<file path="config.mk">
export PLATFORM = sky130hd
export DESIGN_NAME = spi_nor_flash_command_sequencer_unit
export DESIGN_NICKNAME = d
export VERILOG_FILES = /design/src/rtl/sncs_pkg.sv /design/src/rtl/spi_nor_flash_command_sequencer_unit.sv /design/src/rtl/sncs_decode.sv
export SDC_FILE = /design/constraint.sdc
export NUM_CORES = 1
export LEC_CHECK = 0
export ABC_CLOCK_PERIOD_IN_PS = 2900
export BUFFER_PORTS_ARGS = -buffer_cell sky130_fd_sc_hd__buf_2
export CELL_PAD_IN_SITES_DETAIL_PLACEMENT = 1
export CELL_PAD_IN_SITES_GLOBAL_PLACEMENT = 2
export CORE_ASPECT_RATIO = 0.7
export CORE_MARGIN = 5
export CORE_UTILIZATION = 37
export DETAILED_ROUTE_END_ITERATION = 10
export PLACE_DENSITY_LB_ADDON = 0.1
export SLEW_MARGIN = 20
export SYNTH_ARGS = -nofsm -noshare
export SYNTH_HDL_FRONTEND = slang
export SYNTH_SLANG_ARGS = --single-unit
</file>
<file path="constraint.sdc">
create_clock -name aclk -period 2.9 [get_ports aclk]
set_clock_uncertainty 0.2 [all_clocks]
set_input_delay 0.435 -clock aclk [delete_from_list [all_inputs] [get_ports aclk]]
set_output_delay 0.435 -clock aclk [all_outputs]
set_load 0.005 [all_outputs]
</file>
<file path="src/rtl/sncs_pkg.sv">
// ----------------------------------------------------------------------------
// sncs_pkg
// shared types, opcodes and sizing for the serial nor flash command sequencer
// ----------------------------------------------------------------------------
`default_nettype none

package sncs_pkg;

    // geometry of the attached flash
    localparam int PAGE_BYTES   = 256;
    localparam int SECTOR_BYTES = 4096;
    localparam int ADDR_BITS    = 24;

    // derived sizes
    localparam int ADDR_BYTES  = (ADDR_BITS + 7) / 8;
    localparam int OFF_W       = $clog2(PAGE_BYTES);
    localparam int SECT_SHIFT  = $clog2(SECTOR_BYTES);
    localparam int MAX_BEATS   = (2 + ADDR_BYTES > 6) ? (2 + ADDR_BYTES) : 6;
    localparam int CNT_W       = $clog2(MAX_BEATS + 1);

    // request codes
    typedef enum logic [3:0] {
        FN_RDSR      = 4'd0,
        FN_WRSR      = 4'd1,
        FN_WREN      = 4'd2,
        FN_WRDIS     = 4'd3,
        FN_ID        = 4'd4,
        FN_CHIPERASE = 4'd5,
        FN_SECTERASE = 4'd6,
        FN_PDOWN     = 4'd7,
        FN_WAKE      = 4'd8,
        FN_RDBEGIN   = 4'd9,
        FN_RDNEXT    = 4'd10,
        FN_PROGBEGIN = 4'd11,
        FN_PROGBYTE  = 4'd12
    } func_t;

    // flash opcodes
    localparam logic [7:0] OP_RDSR    = 8'h05;
    localparam logic [7:0] OP_WRSR    = 8'h01;
    localparam logic [7:0] OP_WREN    = 8'h06;
    localparam logic [7:0] OP_WRDIS   = 8'h04;
    localparam logic [7:0] OP_ID      = 8'h90;
    localparam logic [7:0] OP_CHIPER  = 8'hC7;
    localparam logic [7:0] OP_SECTER  = 8'h20;
    localparam logic [7:0] OP_PDOWN   = 8'hB9;
    localparam logic [7:0] OP_WAKE    = 8'hAB;
    localparam logic [7:0] OP_READ    = 8'h03;
    localparam logic [7:0] OP_PROG    = 8'h02;
    localparam logic [7:0] DUMMY_BYTE = 8'hFF;

    // open transaction kind
    typedef enum logic [1:0] {
        KIND_NONE = 2'd0,
        KIND_READ = 2'd1,
        KIND_PROG = 2'd2
    } kind_t;

    typedef struct packed {
        kind_t            kind;
        logic [OFF_W-1:0] offset;
    } seq_state_t;

    // one bus byte with its marks
    typedef struct packed {
        logic [7:0] mosi_byte;
        logic       capture_miso;
        logic       release_select;
        logic       last_of_run;
        logic       page_full;
        logic       sequence_error;
    } beat_t;

    typedef beat_t [MAX_BEATS-1:0] beat_vec_t;

    function automatic beat_t mk_beat(input logic [7:0] b, input logic cap,
                                      input logic rel);
        beat_t r;
        r                = '0;
        r.mosi_byte      = b;
        r.capture_miso   = cap;
        r.release_select = rel;
        return r;
    endfunction

endpackage

`default_nettype wire

</file>
<file path="src/rtl/spi_nor_flash_command_sequencer_unit.sv">
// ----------------------------------------------------------------------------
// spi_nor_flash_command_sequencer_unit
// host-side serial nor flash command sequencer: one request in, the bus bytes
// to shift out, each with chip select release and miso capture marks
// ----------------------------------------------------------------------------
//
//  channel   prefix  direction  one beat carries
//  -------   ------  ---------  ---------------------------------------------
//  request   s_      in         func, address, data_byte, data_last
//  bus byte  m_      out        mosi_byte, capture_miso, release_select,
//                               last_of_run, page_full, sequence_error
//
//  a request is decoded in the cycle it is accepted and lands as 1 to 6 beats
//  in the beat buffer; the first beat is valid on the next cycle
//  the buffer drains one beat per cycle while m_ready is high; the next request
//  is taken in the cycle the last beat leaves
//  output stall holds the buffer and blocks new requests until its last beat
//  aresetn (synchronous, low) empties the buffer and closes any transaction
// ----------------------------------------------------------------------------
`default_nettype none

module spi_nor_flash_command_sequencer_unit import sncs_pkg::*; (
    input  wire logic        aclk,
    input  wire logic        aresetn,

    input  wire logic        s_valid,
    output logic             s_ready,
    input  wire logic [3:0]  s_func,
    input  wire logic [23:0] s_address,
    input  wire logic [7:0]  s_data_byte,
    input  wire logic        s_data_last,

    output logic             m_valid,
    input  wire logic        m_ready,
    output logic [7:0]       m_mosi_byte,
    output logic             m_capture_miso,
    output logic             m_release_select,
    output logic             m_last_of_run,
    output logic             m_page_full,
    output logic             m_sequence_error
);

    // transaction state: open kind and byte position in the program page
    seq_state_t        state_reg;
    seq_state_t        state_next;

    // beat buffer: entry 0 is the beat on the output
    beat_vec_t         beats_reg;
    beat_vec_t         beats_next;
    logic [CNT_W-1:0]  cnt_reg;
    logic [CNT_W-1:0]  cnt_next;

    // decoder results for the request on the input
    beat_vec_t         dec_beats;
    logic [CNT_W-1:0]  dec_count;
    seq_state_t        dec_state;

    logic              s_fire;
    logic              m_fire;

    sncs_decode u_decode (
        .func      (s_func),
        .address   (s_address),
        .data_byte (s_data_byte),
        .data_last (s_data_last),
        .cur       (state_reg),
        .beats     (dec_beats),
        .count     (dec_count),
        .nxt       (dec_state)
    );

    // take a request when the buffer is empty or its last beat leaves now
    assign s_ready = (cnt_reg == '0) || ((cnt_reg == CNT_W'(1)) && m_ready);
    assign s_fire  = s_valid && s_ready;
    assign m_valid = (cnt_reg != '0);
    assign m_fire  = m_valid && m_ready;

    assign m_mosi_byte      = beats_reg[0].mosi_byte;
    assign m_capture_miso   = beats_reg[0].capture_miso;
    assign m_release_select = beats_reg[0].release_select;
    assign m_last_of_run    = beats_reg[0].last_of_run;
    assign m_page_full      = beats_reg[0].page_full;
    assign m_sequence_error = beats_reg[0].sequence_error;

    always_comb begin
        beats_next = beats_reg;
        cnt_next   = cnt_reg;
        state_next = state_reg;
        if (s_fire) begin
            // state moves at accept time, the beats follow from the buffer
            beats_next = dec_beats;
            cnt_next   = dec_count;
            state_next = dec_state;
        end else if (m_fire) begin
            for (int i = 0; i < MAX_BEATS - 1; i++) begin
                beats_next[i] = beats_reg[i+1];
            end
            cnt_next = cnt_reg - CNT_W'(1);
        end
    end

    always_ff @(posedge aclk) begin
        beats_reg <= beats_next;
        if (!aresetn) begin
            cnt_reg          <= '0;
            state_reg.kind   <= KIND_NONE;
            state_reg.offset <= '0;
        end else begin
            cnt_reg   <= cnt_next;
            state_reg <= state_next;
        end
    end

`ifndef SYNTHESIS
    // buffer never holds more beats than the longest request
    a_cnt_range: assert property (@(posedge aclk) disable iff (!aresetn)
        cnt_reg <= CNT_W'(MAX_BEATS))
        else $error("beat count out of range");

    // an accepted request always shows a beat on the next cycle
    a_accept_beat: assert property (@(posedge aclk) disable iff (!aresetn)
        s_fire |=> m_valid)
        else $error("request accepted without a beat");

    // the run marker sits on the final buffered beat only
    a_last_at_end: assert property (@(posedge aclk) disable iff (!aresetn)
        m_valid |-> (m_last_of_run == (cnt_reg == CNT_W'(1))))
        else $error("run marker misplaced");

    // page offset only moves inside an open program transaction
    a_offset_idle: assert property (@(posedge aclk) disable iff (!aresetn)
        (state_reg.kind != KIND_PROG) |-> (state_reg.offset == '0))
        else $error("page offset left over outside program");

    // a page-full beat always releases select
    a_full_release: assert property (@(posedge aclk) disable iff (!aresetn)
        (m_valid && m_page_full) |-> m_release_select)
        else $error("page full without select release");
`endif

endmodule

`default_nettype wire

</file>
<file path="src/rtl/sncs_decode.sv">
// ----------------------------------------------------------------------------
// sncs_decode
// turns one request and the transaction state into its bus beats
// ----------------------------------------------------------------------------
`default_nettype none

module sncs_decode import sncs_pkg::*; (
    input  wire logic [3:0]       func,
    input  wire logic [23:0]      address,
    input  wire logic [7:0]       data_byte,
    input  wire logic             data_last,
    input  wire seq_state_t       cur,
    output beat_vec_t             beats,
    output logic [CNT_W-1:0]      count,
    output seq_state_t            nxt
);

    logic                      ok;
    logic                      full;
    logic [ADDR_BITS-1:0]      byte_addr;
    logic [ADDR_BITS-1:0]      sect_addr;
    logic [ADDR_BYTES*8-1:0]   byte_pad;
    logic [ADDR_BYTES*8-1:0]   sect_pad;

    assign byte_addr = ADDR_BITS'(address);
    assign sect_addr = ADDR_BITS'({address, {SECT_SHIFT{1'b0}}});
    assign byte_pad  = (ADDR_BYTES*8)'(byte_addr);
    assign sect_pad  = (ADDR_BYTES*8)'(sect_addr);
    assign full      = (cur.offset == OFF_W'(PAGE_BYTES - 1));

    always_comb begin
        unique case (cur.kind)
            KIND_READ: ok = (func == FN_RDNEXT);
            KIND_PROG: ok = (func == FN_PROGBYTE);
            default:   ok = (func <= FN_RDBEGIN) || (func == FN_PROGBEGIN);
        endcase
    end

    always_comb begin
        beats = '0;
        count = '0;
        nxt   = cur;
        if (!ok) begin
            beats[0].sequence_error = 1'b1;
            count = CNT_W'(1);
        end else begin
            unique case (func)
                FN_RDSR: begin
                    beats[0] = mk_beat(OP_RDSR, 1'b0, 1'b0);
                    beats[1] = mk_beat(DUMMY_BYTE, 1'b1, 1'b1);
                    count    = CNT_W'(2);
                end
                FN_WRSR: begin
                    beats[0] = mk_beat(OP_WRSR, 1'b0, 1'b0);
                    beats[1] = mk_beat(data_byte, 1'b0, 1'b1);
                    count    = CNT_W'(2);
                end
                FN_WREN: begin
                    beats[0] = mk_beat(OP_WREN, 1'b0, 1'b1);
                    count    = CNT_W'(1);
                end
                FN_WRDIS: begin
                    beats[0] = mk_beat(OP_WRDIS, 1'b0, 1'b1);
                    count    = CNT_W'(1);
                end
                FN_ID: begin
                    beats[0] = mk_beat(OP_ID, 1'b0, 1'b0);
                    beats[1] = mk_beat(8'h00, 1'b0, 1'b0);
                    beats[2] = mk_beat(8'h00, 1'b0, 1'b0);
                    beats[3] = mk_beat(8'h00, 1'b0, 1'b0);
                    beats[4] = mk_beat(DUMMY_BYTE, 1'b1, 1'b0);
                    beats[5] = mk_beat(DUMMY_BYTE, 1'b1, 1'b1);
                    count    = CNT_W'(6);
                end
                FN_CHIPERASE: begin
                    beats[0] = mk_beat(OP_WREN, 1'b0, 1'b1);
                    beats[1] = mk_beat(OP_CHIPER, 1'b0, 1'b1);
                    count    = CNT_W'(2);
                end
                FN_SECTERASE: begin
                    beats[0] = mk_beat(OP_WREN, 1'b0, 1'b1);
                    beats[1] = mk_beat(OP_SECTER, 1'b0, 1'b0);
                    for (int i = 0; i < ADDR_BYTES; i++) begin
                        beats[2+i] = mk_beat(sect_pad[8*(ADDR_BYTES-1-i) +: 8], 1'b0,
                                             (i == ADDR_BYTES - 1));
                    end
                    count = CNT_W'(2 + ADDR_BYTES);
                end
                FN_PDOWN: begin
                    beats[0] = mk_beat(OP_PDOWN, 1'b0, 1'b1);
                    count    = CNT_W'(1);
                end
                FN_WAKE: begin
                    beats[0] = mk_beat(OP_WAKE, 1'b0, 1'b1);
                    count    = CNT_W'(1);
                end
                FN_RDBEGIN: begin
                    beats[0] = mk_beat(OP_READ, 1'b0, 1'b0);
                    for (int i = 0; i < ADDR_BYTES; i++) begin
                        beats[1+i] = mk_beat(byte_pad[8*(ADDR_BYTES-1-i) +: 8], 1'b0, 1'b0);
                    end
                    count    = CNT_W'(1 + ADDR_BYTES);
                    nxt.kind = KIND_READ;
                end
                FN_RDNEXT: begin
                    beats[0] = mk_beat(DUMMY_BYTE, 1'b1, data_last);
                    count    = CNT_W'(1);
                    if (data_last) begin
                        nxt.kind = KIND_NONE;
                    end
                end
                FN_PROGBEGIN: begin
                    beats[0] = mk_beat(OP_WREN, 1'b0, 1'b1);
                    beats[1] = mk_beat(OP_PROG, 1'b0, 1'b0);
                    for (int i = 0; i < ADDR_BYTES; i++) begin
                        beats[2+i] = mk_beat(byte_pad[8*(ADDR_BYTES-1-i) +: 8], 1'b0, 1'b0);
                    end
                    count      = CNT_W'(2 + ADDR_BYTES);
                    nxt.kind   = KIND_PROG;
                    nxt.offset = byte_addr[OFF_W-1:0];
                end
                FN_PROGBYTE: begin
                    beats[0]           = mk_beat(data_byte, 1'b0, data_last | full);
                    beats[0].page_full = full;
                    count              = CNT_W'(1);
                    if (data_last || full) begin
                        nxt.kind   = KIND_NONE;
                        nxt.offset = '0;
                    end else begin
                        nxt.offset = cur.offset + OFF_W'(1);
                    end
                end
                default: begin
                    // unknown codes never pass the legality check
                    count = CNT_W'(1);
                    beats[0].sequence_error = 1'b1;
                end
            endcase
        end
        // mark the final beat of this request
        for (int i = 0; i < MAX_BEATS; i++) begin
            beats[i].last_of_run = (CNT_W'(i + 1) == count);
        end
    end

endmodule

`default_nettype wire

</file>
Word-level counts from Yosys, hierarchy flattened
Cells that the tools add are included.
{"block": "word_totals", "regBits": 91, "input_bits": 41, "out_inout_bits": 15, "elab_cells": 105}
{"block": "classes", "n_addsub": 2, "order_cmp": 1, "n_eq_ne": 24, "n_mux": 20, "n_bitwise": 1, "n_reduce_logical": 18}
{"cell": "$mux 65", "count": 2}
{"cell": "$pmux 12 s10", "count": 1}
{"cell": "$pmux 13 s6", "count": 1}
{"cell": "$pmux 26 s3", "count": 1}
{"cell": "$mux 64", "count": 1}
{"cell": "$pmux 13 s3", "count": 1}
{"cell": "$eq 4x4->1 const B", "count": 5}
{"cell": "$eq 4x3->1 const B", "count": 4}
{"cell": "$pmux 8 s2", "count": 1}
{"cell": "$mux 13", "count": 1}
{"cell": "$reduce_or 13->1", "count": 1}
{"cell": "$pmux 3 s4", "count": 1}
{"cell": "$eq 3x3->1 const A", "count": 3}
{"cell": "$mux 3", "count": 3}
{"cell": "$add 8x1->8 const B", "count": 1}
{"cell": "$eq 4x2->1 const B", "count": 2}
{"cell": "$eq 8x8->1 const B", "count": 1}
{"cell": "$mux 8", "count": 1}
{"cell": "$pmux 2 s4", "count": 1}
{"cell": "$eq 2x3->1 const A", "count": 2}
{"cell": "$reduce_and 5->1", "count": 1}
{"cell": "$eq 4x1->1 const B", "count": 1}
{"cell": "$le 4x4->1 const B", "count": 1}
{"cell": "$logic_not 4->1", "count": 1}
{"cell": "20 further kinds", "count": 28}

Depth between registers and ports, before layout
Gate-level depths: netlist of the first run.
{"block": "depth", "word_depth": 6, "ltp_mapped": 9, "ltp_nobuf": 8}

Cells and area by module
A second synthesis of the first run with hierarchy kept.
{"block": "unflattened", "cells_unflattened": 526, "hier_area_um2": 5620.4}
{"module": "spi_nor_flash_command_sequencer_unit", "n_inst": 1, "cells_each": 244, "area_per_inst_um2": 3988.8, "seq_area_each_um2": 2602.5}
{"module": "sncs_decode", "n_inst": 1, "cells_each": 282, "area_per_inst_um2": 1631.6, "seq_area_each_um2": 0.0}

Least setup slack after synthesis of the first run
Ideal clock, no wire load.
{"block": "synth_path", "path_kind": "input -> register", "start": "in s_func[2]", "end": "reg beats_reg[57] (netlist bit), data pin", "setup_ns": 0.268, "arrival_ns": 1.850, "required_ns": 2.432, "setup_slack_ns": 0.582, "path_stages": 8, "path_buffers": 4, "path_cell_list": "buf_2 -> and4bb_1 -> buf_4 -> a221oi_4 -> or3_1 -> buf_2 -> buf_2 -> o21ai_0"}
{"element": "start, declared", "line": "spi_nor_flash_command_sequencer_unit.sv:28", "source": "input wire logic [3:0] s_func,"}
{"element": "end signal, assigned", "line": "spi_nor_flash_command_sequencer_unit.sv:103", "source": "beats_reg <= beats_next;"}
{"element": "end, declared", "line": "spi_nor_flash_command_sequencer_unit.sv:48", "source": "beat_vec_t beats_reg;"}

==> impl.org, run 1 <==
** Pwr
- Worst IR Drop VDD :: around 0.00035 V
- In this run the power density over the cells is slightly above 900 mW/mm2.
- Leakage power of the design :: ~1.9 nW

** Place
- DP HPWL :: between 9000 and 10000 um
- Placed instance count :: between 600 and 700
- Input and output buffers added on the ports amount to between 50 and 60.
- Final Wtd Congestion :: 0.863
- Dpl ws :: ~150 ps

** Drt
- For this run, design rule violations remaining after detail routing come to 0.
- Summing over every cut layer, the via total after detailed routing is around 3500.
- Dividing the detail-routed wire length by the instance count gives 19.9 um.
- The pre-antenna-repair detailed-routing pass consisted of 5 iterations.
- Count of routing violations after the opening detailed-route iteration :: around 240
- Aggregate routed wire length :: roughly 13000 um
- Detail-routed via count per cell :: between 5 and 6
- The detail route stage leaves a number of antenna-violating nets equal to 0.

** Setup path
- Maximum single-stage delay on the critical path :: between 500 and 600 ps
- The worst setup path is launched from a register.
- In this run the worst path has a maximum fanout of 31.
- In this run the critical register-to-register path is launched from cnt_reg[0]$_SDFFE_PN0P_.
- Grouping stages by cell kind, the critical path spends the most delay in simple AND/OR/NAND/NOR gates.
- Critical Path Slowest Stage Cell :: nor2b_1
- Worst path required time :: approximately 2800 ps
- Critical-path cell list :: inv_1 > ha_1 > a21o_1 > nand2_2 > buf_4 > nor4_4 > nor2b_1 > o21ai_0
- Critical path data arrival time :: ~2500 ps
- Kind of end point of the critical path :: register
- The worst setup path is of the reg -> reg kind.
- The critical path starts at cnt_reg[0]$_SDFFE_PN0P_.
- Bufs and invs on worst path :: 2

** STA
- The count of pins over their slew limit is 0.
- After layout, the worst path uses 89.7% of the clock period.
- Static timing analysis puts the maximum clock frequency at a little under 400 MHz.
- The hold violation count in the final report was 0.
- Setup repair after global routing missed its margin :: false
- Max-slew headroom :: 52.0%
- Final worst setup slack :: 299 ps
- Period minus WS final :: around 2600 ps
- Setup violations remaining at the end of the flow were counted as 0.
- Adding up every negative setup slack in the final design gives 0 ps.
- Worst-margin pin slew :: 719 ps

** Floorplanning
- Initial Utilization :: approximately 38%
- Measured along the y axis, the die boundary spans ~99 um.
- Count of boundary I/O pins :: 56
- After floorplanning, the core was divided into 32 placement rows.
- In this run the horizontal extent of the chip is roughly 140 um.
- Total Die Area :: 0.0135 mm2
- After floorplanning, the core was sized to cover roughly 0.011 mm2.

** Cells and area
- The register with the most flip-flops in the layout has between 40 and 50 of them.
- The area growth from synthesis to layout is 17.9%.
- At the end of the flow, the number of nets in the layout was around 520.
- Fin util :: between 40 and 50%
- In the final layout, the multi-input gates occupy about 0.0019 mm2.
- The post-route netlist has a little over a fifth of its cells at a drive strength greater than 1.
- Number of antenna cells inserted :: 0
- Once layout is complete, the cells apart from fillers number roughly 630.
- Summing all flip-flop and latch instances after layout gives ~0.0020 mm2.
- Counting the fill cells in the layout gives about 1300.

** GRT
- The initial antenna violation count was 0.
- Global routing finished with a remaining overflow of 0.
- Gr usage total :: approximately a fifth
- Via count of the first global-routing pass :: 3597
- Pin count of the biggest net entering global routing :: 33
- Wire length of the first global-routing pass :: roughly 20000 um

** CTS
- # hold bufs at CTS :: 0
- Worst-case clock buffer depth :: 2
- At the later pin of the worst-skew pair, clock insertion delay measures between 300 and 400 ps.
- Once the clock tree was built, the setup fixing pass inserted 0 buffers.
- TritonCTS clock tree :: done
- Root Driver :: clkbuf_16
- After clock tree synthesis, the clock-pin slew on the worst setup and hold paths is about 60 ps.
- Sink count of the clock tree :: 72
- H-tree level count :: 3
- The number of gates resized after CTS was 0.
- Number of buffers added by the clock tree synthesis step :: 9

** Logic synthesis
- Synthesized net count :: 473
- Synthesis produced ~430 cells.
- Among all flip-flop cells after synthesis, the most frequent one is edfxtp_1.
- Averaged over all synthesized cells, the footprint is 9.77 um2.
- Distinct cell type count of the synthesized netlist :: 55
- The share of the Yosys chip area taken by registers is between 40% and 50%.
- Counting flops with a built-in enable in the synthesized netlist gives slightly below 60.
- After synthesis, the largest area contributor takes up around 43% of total cell area.
- Yosys warns :: 0
- The mapped netlist covers 0.00416 mm2.
- By area the synthesized netlist is led by edfxtp_1, dfxtp_1, nand2_1.
- Flop and latch count out of synthesis :: between 70 and 80
- Of all cell types, the one taking the most synthesized area is edfxtp_1.
- In the synthesized netlist the async set-or-reset flop fraction comes to 0%.

** Worst hold path
- The path class of the tightest hold or removal check is in -> reg.
- Hold path start :: s_address[1]

** Outcome
- Result of the run :: completed

** Flow run
- Max-cap violations in this run came to 0.
-- through the flow --
step | area (um2) | total power, mW | hold slack, ps
final | 4910 | 4.46 | 226
after floorplan | 4160 | 2.86 | 251
after CTS | 4910 | 4.51 | 220
after global placement | 4610 | 3.31 | 272
after global routing | 4910 | 4.73 | 254
after detailed placement | 4610 | 3.35 | 292
-- metal layers --
layer  global-route usage (%)  wire (um)
met3                     3.57        497
met2                     28.8       5630
met4                     3.91        112
met1                     28.7       6290
met5                        0          0
-- cell families after synthesis --
| group | share of synthesized area, % |
|---|---|
| AND/OR/NAND/NOR | 16.4 |
| buffers and inverters | 5.83 |
| flip-flops | 48.8 |
| multiplexers | 1.23 |
| adder cells (fa/ha/maj) | 1.80 |
| AO/OA/AOI/OAI | 25.9 |
-- worst paths after layout --
kind                                     to  slack [ps]  cells past startpoint
setup / recovery    beats_reg[19]$_DFFE_PP_         300                      8
hold / removal    state_reg[1]$_SDFFE_PN0P_         230                      3
setup reg to reg    beats_reg[19]$_DFFE_PP_         300                      8
hold reg to reg   state_reg[9]$_SDFFE_PN0P_         290                      2
-- power breakdown --
| group | internal (mW) | switching [mW] |
|---|---|---|
| registers | 1.79 | 0.131 |
| logic | 0.551 | 0.837 |
| clock network | 0.741 | 0.414 |
| total | 3.08 | 1.38 |
-- cell usage after synthesis (2+ instances only) --
cell,number
nand4_1,3
and4bb_2,2
ha_1,6
a22o_1,25
o31ai_1,9
o41ai_1,4
o211ai_1,2
nor2_1,20
o311ai_0,2
a211oi_1,4
a22oi_1,14
clkbuf_1,19
o21ai_0,27
a31oi_1,6
o41ai_2,2
nand2_1,69
or3_1,2
nor3_1,4
inv_1,10
nand3_1,7
a21o_1,4
nor2b_1,9
mux2i_1,4
a21oi_1,33
and2_1,7
and3_1,2
buf_4,9
buf_2,8
edfxtp_1,59
o21a_1,4
a31o_2,4
nand2b_1,6
buf_1,3
dfxtp_1,13
nor3b_1,2
o311a_1,3
-- tightest hold or removal path, cell delays in order --
cell and delay [ps]:
buf_2 130, nand2_1 60, a311oi_1 90
-- layout make-up --
type,instances,area share [%]
Timing Repair Buffer,77,9.22
Inverter,11,0.841
Multi-Input combinational cell,303,38.5
Tap cell,153,3.90
Clock inverter,5,1.48
Sequential cell,72,41.4
Clock buffer,10,4.66
-- cell usage in the layout, fill, tap and decap left out, types with 4 or more instances in the layout --
| cell type | Yosys | routed |
|---|---|---|
| nand2_1 | 69 | 68 |
| edfxtp_1 | 59 | 59 |
| buf_2 | 8 | 55 |
| a21oi_1 | 33 | 33 |
| o21ai_0 | 27 | 27 |
| a22o_1 | 25 | 25 |
| buf_4 | 9 | 21 |
| nor2_1 | 20 | 20 |
| a22oi_1 | 14 | 14 |
| dfxtp_1 | 13 | 13 |
| inv_1 | 10 | 10 |
| nor2b_1 | 9 | 9 |
| o31ai_1 | 9 | 9 |
| clkbuf_16 | 0 | 9 |
| and2_1 | 7 | 7 |
| nand3_1 | 7 | 7 |
| nand2b_1 | 6 | 6 |
| a31oi_1 | 6 | 6 |
| ha_1 | 6 | 6 |
| nor3_1 | 4 | 4 |
| a21o_1 | 4 | 4 |
| o21a_1 | 4 | 4 |
| a211oi_1 | 4 | 4 |
| mux2i_1 | 4 | 4 |
| o41ai_1 | 4 | 4 |
| a31o_2 | 4 | 4 |
Power figures use the tool's default switching activity.
==> run 2: changes to the inputs <==
GPL_TIMING_DRIVEN = 0   (was unset)
SETUP_SLACK_MARGIN = 0.4   (was unset)
==> impl.org, run 2 (synthesized netlist as in run 1, its figures left out) <==
** Place
- Dpl ws :: 44.8 ps (-107 ps)
- IO Port Bufs :: 53 (-3.6%)
- The final weighted congestion of routability-driven global placement was 0.832 (-3.6%).
- DP HPWL :: 9900 um (+6.3%)

** Pwr
- Cell area power density :: 944 mW/mm2 (+3.9%)
- The clock network power share is 28.2% (+2.3 points).
- Net Sw Power :: 1.48 mW (+6.8%)
- Sequential cell fraction of total power :: 40.0% (-3.0 points)
- The internal power is 3.34 mW (+8.5%).
- The leakage power total is 2.01 nW (+4.0%).
- The fraction of power spent switching nets was 30.6% (-0.32 points).
- The logic gate share of total power came to 31.8% (+0.7 points).
- The total power after layout is 4.82 mW (+8.0%).
- The worst voltage drop across the vdd grid was 0.000369 V (+4.4%).

** Worst hold path
- Class of the tightest hold or removal check :: in -> reg
- Hold path start :: s_address[1]
- Destination of the worst hold path :: state_reg[1]$_SDFFE_PN0P_
- Cells on Worst Hold Path :: 3 (unchanged)

** Setup path
- Critical path fanouts, max :: 10 (-68%)
- Top cell family by delay on the critical path :: compound AO/OA/AOI/OAI gates
- Traced cell by cell, the critical path runs through ha_1 > nand3_1 > o211ai_1 > clkbuf_4 > a31oi_1 > o311ai_0 > o41ai_1.
- The signal arrival time at the worst endpoint was 2380 ps (-80 ps).
- The slowest stage of the critical path is the dfxtp_1 cell.
- Source of the worst register-to-register timing path :: state_reg[0]$_SDFFE_PN0P_
- STA classifies the critical path startpoint as a register.
- Kind of end point of the critical path :: register
- Terminus of the critical flop-to-flop path :: state_reg[7]$_SDFFE_PN0P_
- The worst-case reg-to-reg path depth was 7 (-1).
- Bufs and invs on worst path :: 1 (-1)
- The data required time at the worst endpoint came to 2900 ps (+140 ps).
- Maximum single-stage delay on the critical path :: 390 ps (-190 ps)
- Worst R2R Setup Slack :: 530 ps (+230 ps)
- Critical Setup Path Class :: reg -> reg

** CTS
- The clock net sink count is 72 (unchanged).
- Root Driver :: clkbuf_16
- The buffer depth of the longest clock path came to 2 (unchanged).
- TritonCTS clock tree :: done
- Later-pin clock latency in the skew report :: 340 ps (about the same)
- Register clock-pin slew on the reported worst setup and hold paths :: 60 ps (about the same)
- Number of buffers added by the clock tree synthesis step :: 9 (unchanged)
- The number of levels in the clock H-tree came to 3 (unchanged).

** Drt
- The routed via count was 3627 (+3.9%).
- Aggregate routed wire length :: 13200 um (+5.3%)
- The detailed-router iteration count before antenna repair is 4 (-1).
- The count of routing violations after the opening detailed-route iteration was 177 (-25%).
- Routed wire length per instance :: 20.1 um (+1.5%)
- Number of antenna-violating nets in the routed design :: 0 (unchanged)
- Post-route DRC violation count :: 0 (unchanged)
- Detail-routed via count per cell :: 5.54 (about the same)

** Floorplanning
- Count of boundary I/O pins :: 56 (unchanged)
- Vertical extent of the die :: 98.8 um (unchanged)
- Number of core rows :: 32 (unchanged)
- Initial Utilization :: 37.8% (unchanged)
- Total Die Area :: 0.0135 mm2 (unchanged)
- The core footprint is 0.0110 mm2 (unchanged).
- Die boundary width :: 137 um (unchanged)

** GRT
- The overall overflow remaining after global route was 0 (unchanged).
- The via count of the first global-routing pass was 3758 (+4.5%).
- Pin count of the biggest net entering global routing :: 33 (unchanged)
- Wire length of the first global-routing pass :: 21100 um (+5.7%)
- The initial antenna violation count was 0 (unchanged).
- Gr usage total :: 20.4% (+1.3 points)

** STA
- Final hold violation count :: 0 (unchanged)
- The maximum frequency from static timing analysis was 421 MHz (+9.6%).
- The clock period minus worst slack came to 2370 ps (-228 ps).
- The worst hold margin is 219 ps (-6.82 ps).
- Final setup vio count :: 0 (unchanged)
- Number of max-slew violations in the final report :: 0 (unchanged)
- Max-slew headroom :: 55.3% (+3.3 points)
- Setup repair after global routing missed its margin :: true
- Worst-margin pin slew :: 663 ps (-55.7 ps)
- Post-route fraction of the period consumed by the critical path :: 81.8% (-7.9 points)
- The setup slack of the critical path after layout came to 527 ps (+228 ps).
- The final setup TNS is 0 ps (unchanged).

** Cells and area
- The proportion of layout cells with a drive suffix above 1 was 23.3% (+1.5 points).
- Area growth, synth to finish :: 22.6%
- The library cell used most frequently in the layout, excluding fill and tap cells, is nand2_1.
- The number of flip-flops under the largest register name came to 46 (unchanged).
- In the layout the commonest cells are nand2_1, buf_2, edfxtp_1.
- The antenna diode count is 0 (unchanged).
- Final Net Count :: 544 (+4.4%)

** Outcome
- Result of the run :: completed

** Flow run
- The count of maximum capacitance violations is 0 (unchanged).
run 2: power groups by stage:
stage / clock (mW) / sequential, mW / combinational, mW
4_1_cts: 1.38 / 1.93 / 1.52
3_3_place_gp: 0 / 1.94 / 1.42
2_1_floorplan: 0 / 1.91 / 0.947
3_5_place_dp: 0 / 1.95 / 1.49
5_1_grt: 1.42 / 1.98 / 1.70
6_report: 1.36 / 1.93 / 1.53
run 2: layout make-up:
type	instances	area, um2
Fill cell	1279	5910
Sequential cell	72	2030
Multi-Input combinational cell	303	1930
Timing Repair Buffer	60	330
Clock buffer	10	229
Buffer	40	211
Tap cell	153	191
Clock inverter	6	131
Inverter	11	43.8
run 2: metal layers:
layer | global-route usage [%] | vias to the layer above | part of all wire, %
met4 | 6.13 | 0 | 2.1
met3 | 4.54 | 21 | 4.4
met1 | 29.9 | 1771 | 49
met5 | 0 | - | 0
li1 | - | 1744 | -
met2 | 30.2 | 91 | 44
run 2: how the worst max path moves through the flow:
stage	start	endpoint	slack, ps	cells after the start
after CTS	state_reg[8]$_SDFFE_PN0P_	beats_reg[61]$_DFFE_PP_	420	7
final	state_reg[0]$_SDFFE_PN0P_	state_reg[7]$_SDFFE_PN0P_	530	7
after global placement	cnt_reg[0]$_SDFFE_PN0P_	beats_reg[20]$_DFFE_PP_	90	9
after floorplan	s_func[2]	beats_reg[57]$_DFFE_PP_	580	8
after global routing	state_reg[0]$_SDFFE_PN0P_	state_reg[7]$_SDFFE_PN0P_	370	7
after detailed placement	cnt_reg[0]$_SDFFE_PN0P_	beats_reg[20]$_DFFE_PP_	40	9
run 2: what timing repair did:
item,4_1_cts,5_1_grt
gates cloned,0,0
resized for setup,7,11
setup endpoints to repair,40,27
buffers inserted,4,2
endpoints found under the hold margin,0,0
hold buffers,0,0
pin swaps,2,1
run 2: per-stage QoR:
step / instance area [um2] / cells / utilization, %
detailed placement: 4640 / 633 / 42.2
finish: 5100 / 655 / 46.4
global placement: 4620 / 632 / 42.0
floorplan: 4160 / 426 / -
CTS: 5050 / 653 / 45.9
global route: 5100 / 655 / 46.4
run 2: worst min-delay path, stage by stage:
cell and delay (ps):
buf_2 130, nand2_1 70, a311oi_1 80
==> run 3: changes to the inputs <==
ABC_AREA = 1   (was unset)
ABC_CLOCK_PERIOD_IN_PS = 2400   (was 2900)
CORE_UTILIZATION = 34   (was 37)
clock period = 2.4 ns   (was 2.9 ns; I/O delays follow)
==> impl.org, run 3 <==
** Pwr
- Proportion of power drawn by the clock network :: 25.6% (-2.6 points)
- The share of power burned in registers was 39.7% (-0.3 points).
- The worst voltage drop across the vdd grid came to 0.000466 V (+26%).
- Cell area power density :: 1110 mW/mm2 (+18%)
- Fraction of power consumed by combinational cells :: 34.8% (+3.0 points)
- The leakage power total is 2.39 nW (+19%).
- Pint :: 3.94 mW (+18%)
- Switching Fraction :: 33.4% (+2.7 points)
- Tot Pwr :: 5.91 mW (+23%)
- Net Sw Power :: 1.97 mW (+34%)

** Drt
- The total DRC errors in the routed layout came to 0 (unchanged).
- Routed wire length per instance :: 18.3 um (-9.3%)
- The remaining antenna violation count came to 0 (unchanged).
- The count of routing violations after the opening detailed-route iteration is 268 (+51%).
- The routed via count was 3793 (+4.6%).
- The detailed-router iteration count before antenna repair came to 4 (unchanged).
- Aggregate routed wire length :: 14000 um (+5.8%)
- The via density per instance was 4.96 (-10%).

** Setup path
- The signal arrival time at the worst endpoint came to 1780 ps (-600 ps).
- The worst register-to-register path ends at beats_reg[16]$_DFFE_PP_.
- The worst register-to-register path begins at cnt_reg[1]$_SDFFE_PN0P_.
- Counting stages on the worst path, the most repeated cell is nand2_1.
- Critical path fanouts, max :: 10 (unchanged)
- The critical path is of the reg -> reg type.
- For this design, the slowest cell found on the critical path is dfxtp_1.
- The register-to-register setup slack was 490 ps (-30 ps).
- The kind of cell with the highest combined delay along the critical path is simple AND/OR/NAND/NOR gates.
- The worst setup path is captured at a register.
- The combined buffer and inverter count along the critical path came to 3 (+2).
- Maximum single-stage delay on the critical path :: 350 ps (-40 ps)
- The signal on the critical path passes through inv_2 > ha_1 > nand3_1 > nand2_1 > nand2_1 > buf_6 > nor2_4 > buf_4 > o31ai_1 > nand2_1.
- Length in cells of the worst reg-to-reg path :: 10 (+3)
- STA classifies the critical path startpoint as a register.
- Worst path required time :: 2280 ps (-620 ps)

** Cells and area
- In the layout the commonest cells are nand2_1, edfxtp_1, buf_2.
- Leaving out fill and tap cells, the most frequent cell in the layout is nand2_1.
- Final Instance Area :: 0.00531 mm2 (+4.1%)
- The area occupied by registers was 0.00204 mm2 (+0.18%).
- Number of antenna cells inserted :: 0 (unchanged)
- Filler-free cell count of the finished design :: 764 (+17%)
- Area of the multi-input gates :: 0.00187 mm2 (-3.2%)
- Fillers :: 1458 (+14%)
- The utilization after layout is 44.7% (-1.7 points).
- Fraction of layout cells with a size suffix above 1 :: 25.7% (+2.4 points)
- Number of flip-flops under the largest register name :: 46 (unchanged)
- Final Net Count :: 649 (+19%)
- The area growth from synthesis to layout is 26.9%.

** Worst hold path
- Cells on Worst Hold Path :: 3 (unchanged)
- In this run the worst hold path is classified as in -> reg.
- The worst hold path begins at aresetn.
- The worst hold path terminates at cnt_reg[0]$_SDFFE_PN0P_.

** STA
- The setup slack of the critical path after layout came to 495 ps (-32.2 ps).
- Period minus WS final :: 1910 ps (-468 ps)
- Number of max-slew violations in the final report :: 0 (unchanged)
- The maximum frequency from static timing analysis was 525 MHz (+25%).
- Setup repair after global routing could not meet its margin everywhere.
- The part of the cycle the worst path needs was 79.4% (-2.4 points).
- Max-slew headroom :: 60.4% (+5.0 points)
- The hold violation count in the final report was 0 (unchanged).
- Worst-margin pin slew :: 595 ps (-68.5 ps)
- The final setup TNS came to 0 ps (unchanged).
- The number of setup violations in the final report is 0 (unchanged).
- Worst hold margin :: 125 ps (-94.1 ps)

** Logic synthesis
- Average instance area after synthesis :: 8.04 um2 (-18%)
- Area leader, netlist :: edfxtp_1
- Number of synthesized flops with an enable pin :: 59 (unchanged)
- Library cell with the highest instance count after synthesis :: nand2_1
- Yosys warns :: 0 (unchanged)
- Sequential-to-total area share from yosys stat :: 48.5% (-0.26 points)
- Counting instances in the post-synthesis netlist gives the leading cell types as nand2_1, edfxtp_1, inv_1.
- Dominant synthesized flop cell :: edfxtp_1
- Top cells by area, synth :: edfxtp_1, nand2_1, dfxtp_1
- The number of nets produced by synthesis came to 568 (+20%).
- The count of distinct cell types in the synthesized netlist was 33 (-40%).
- The top cell type's share of synthesized area was 42.3% (-0.23 points).
- Fraction of registers with async set/reset :: 0% (unchanged)
- The combined area of all synthesized cells is 0.00419 mm2 (+0.54%).
- The number of instances in the synthesized netlist came to 521 (+22%).
- The synthesized flop and latch total is 72 (unchanged).

** Place
- The final HPWL from detailed placement was 10400 um (+5.2%).
- The total instance count after detailed placement was 733 (+16%).
- The final weighted congestion of routability-driven global placement was 0.805 (-3.3%).
- IO Port Bufs :: 54 (+1.9%)
- The total placed instance area was 0.00471 mm2 (+1.5%).
- The worst setup timing slack at the placement stage was -57.8 ps (-103 ps).

** GRT
- The largest net degree at the start of global routing was 28 (-15%).
- Wire length of the first global-routing pass :: 21600 um (+2.3%)
- The via count of the first global-routing pass came to 3839 (+2.2%).
- The initial antenna violation count is 0 (unchanged).
- Residual overflow from global routing :: 0 (unchanged)
- The global routing usage summed across all routing layers is 19.8% (-0.58 points).

** CTS
- The buffer depth of the longest clock path is 2 (unchanged).
- The clock net sink count came to 72 (unchanged).
- Number of buffers added by the clock tree synthesis step :: 9 (unchanged)
- TritonCTS clock tree :: done
- Later-pin clock latency in the skew report :: 340 ps (about the same)
- # hold bufs at CTS :: 0 (unchanged)
- The cell sitting at the root of the clock tree is a clkbuf_16.
- Register clock-pin slew on the reported worst setup and hold paths :: 60 ps (about the same)
- The number of levels in the clock H-tree is 3 (unchanged).

** Floorplanning
- The starting density of the core was 35.2% (-2.6 points).
- The number of top-level pins was 56 (unchanged).
- Number of core rows :: 33 (+3.1%)
- Area of the core :: 0.0119 mm2 (+8.0%)
- Vertical extent of the die :: 103 um (+4.1%)
- The die outline area is 0.0147 mm2 (+8.6%).
- The die span in x was 143 um (+4.3%).

** Outcome
- Result of the run :: completed

** Flow run
- The count of maximum capacitance violations is 0 (unchanged).
run 3: changes by cell type after synthesis, moves of 10 or more:
cell      delta
o21ai_0     +14
nand3_1     +10
o21ai_1     +10
o21ai_2     +10
o22ai_1     +15
clkbuf_1    -12
nand2_1     +81
a22oi_1     -14
inv_1       +48
nor2_1      +31
a22o_1      -25
run 3: kinds of logic after synthesis:
logic type	synth area share [%]
compound gates	14.6
xor+xnor	1.26
fa+ha+maj	1.79
buf+inv	9.41
flops	48.5
simple gates	24.4
run 3: timing repair:
action,4_1_cts,5_1_grt
setup endpoints to repair,117,52
pin swaps,3,5
gates resized for setup,16,15
cloned,1,1
setup buffers,9,4
hold endpoints to repair,0,0
run 3: how the worst max path moves through the flow:
stage | end | cells past startpoint | startpoint
2_1_floorplan | beats_reg[15]$_DFFE_PP_ | 5 | cnt_reg[1]$_SDFFE_PN0P_
3_3_place_gp | beats_reg[61]$_DFFE_PP_ | 5 | cnt_reg[1]$_SDFFE_PN0P_
3_5_place_dp | cnt_reg[0]$_SDFFE_PN0P_ | 8 | cnt_reg[1]$_SDFFE_PN0P_
4_1_cts | beats_reg[54]$_DFFE_PP_ | 9 | state_reg[8]$_SDFFE_PN0P_
5_1_grt | state_reg[8]$_SDFFE_PN0P_ | 11 | state_reg[1]$_SDFFE_PN0P_
6_report | beats_reg[16]$_DFFE_PP_ | 10 | cnt_reg[1]$_SDFFE_PN0P_
run 3: cell type report:
| cell class | instances | share of cell area (%) |
|---|---|---|
| multi-input cells | 361 | 35.2 |
| plain buffers | 26 | 3.65 |
| well taps | 157 | 3.70 |
| repair buffers | 69 | 8.24 |
| clock inverters | 4 | 1.44 |
| repair inverters | 1 | 0.141 |
| inverters | 62 | 4.45 |
| clock buffers | 12 | 4.83 |
| flip-flops and latches | 72 | 38.3 |
run 3: metal layers:
layer / routed length, um / vias to the layer above / global-route usage, % / share of wire (%)
met3: 640 / 8 / 4.50 / 4.6
li1: - / 1871 / - / -
met1: 7200 / 1824 / 29.2 / 52
met5: 0 / - / 0 / 0
met2: 6010 / 90 / 29.9 / 43
met4: 104 / 0 / 4.24 / 0.75
run 3: worst register-to-register path: stages, from the launching register on:
cell and delay, ps:
dfxtp_1 350, inv_2 70, ha_1 180, nand3_1 80, nand2_1 60, nand2_1 90
buf_6 190, nor2_4 80, buf_4 140, o31ai_1 110, nand2_1 100
run 3: power by group through the flow:
stage	Combinational, mW	Sequential [mW]	Clock, mW
after floorplan	1.20	2.34	0
after global placement	1.76	2.38	0
after detailed placement	1.84	2.38	0
after CTS	2.01	2.35	1.54
after global routing	2.27	2.41	1.59
final	2.05	2.35	1.51
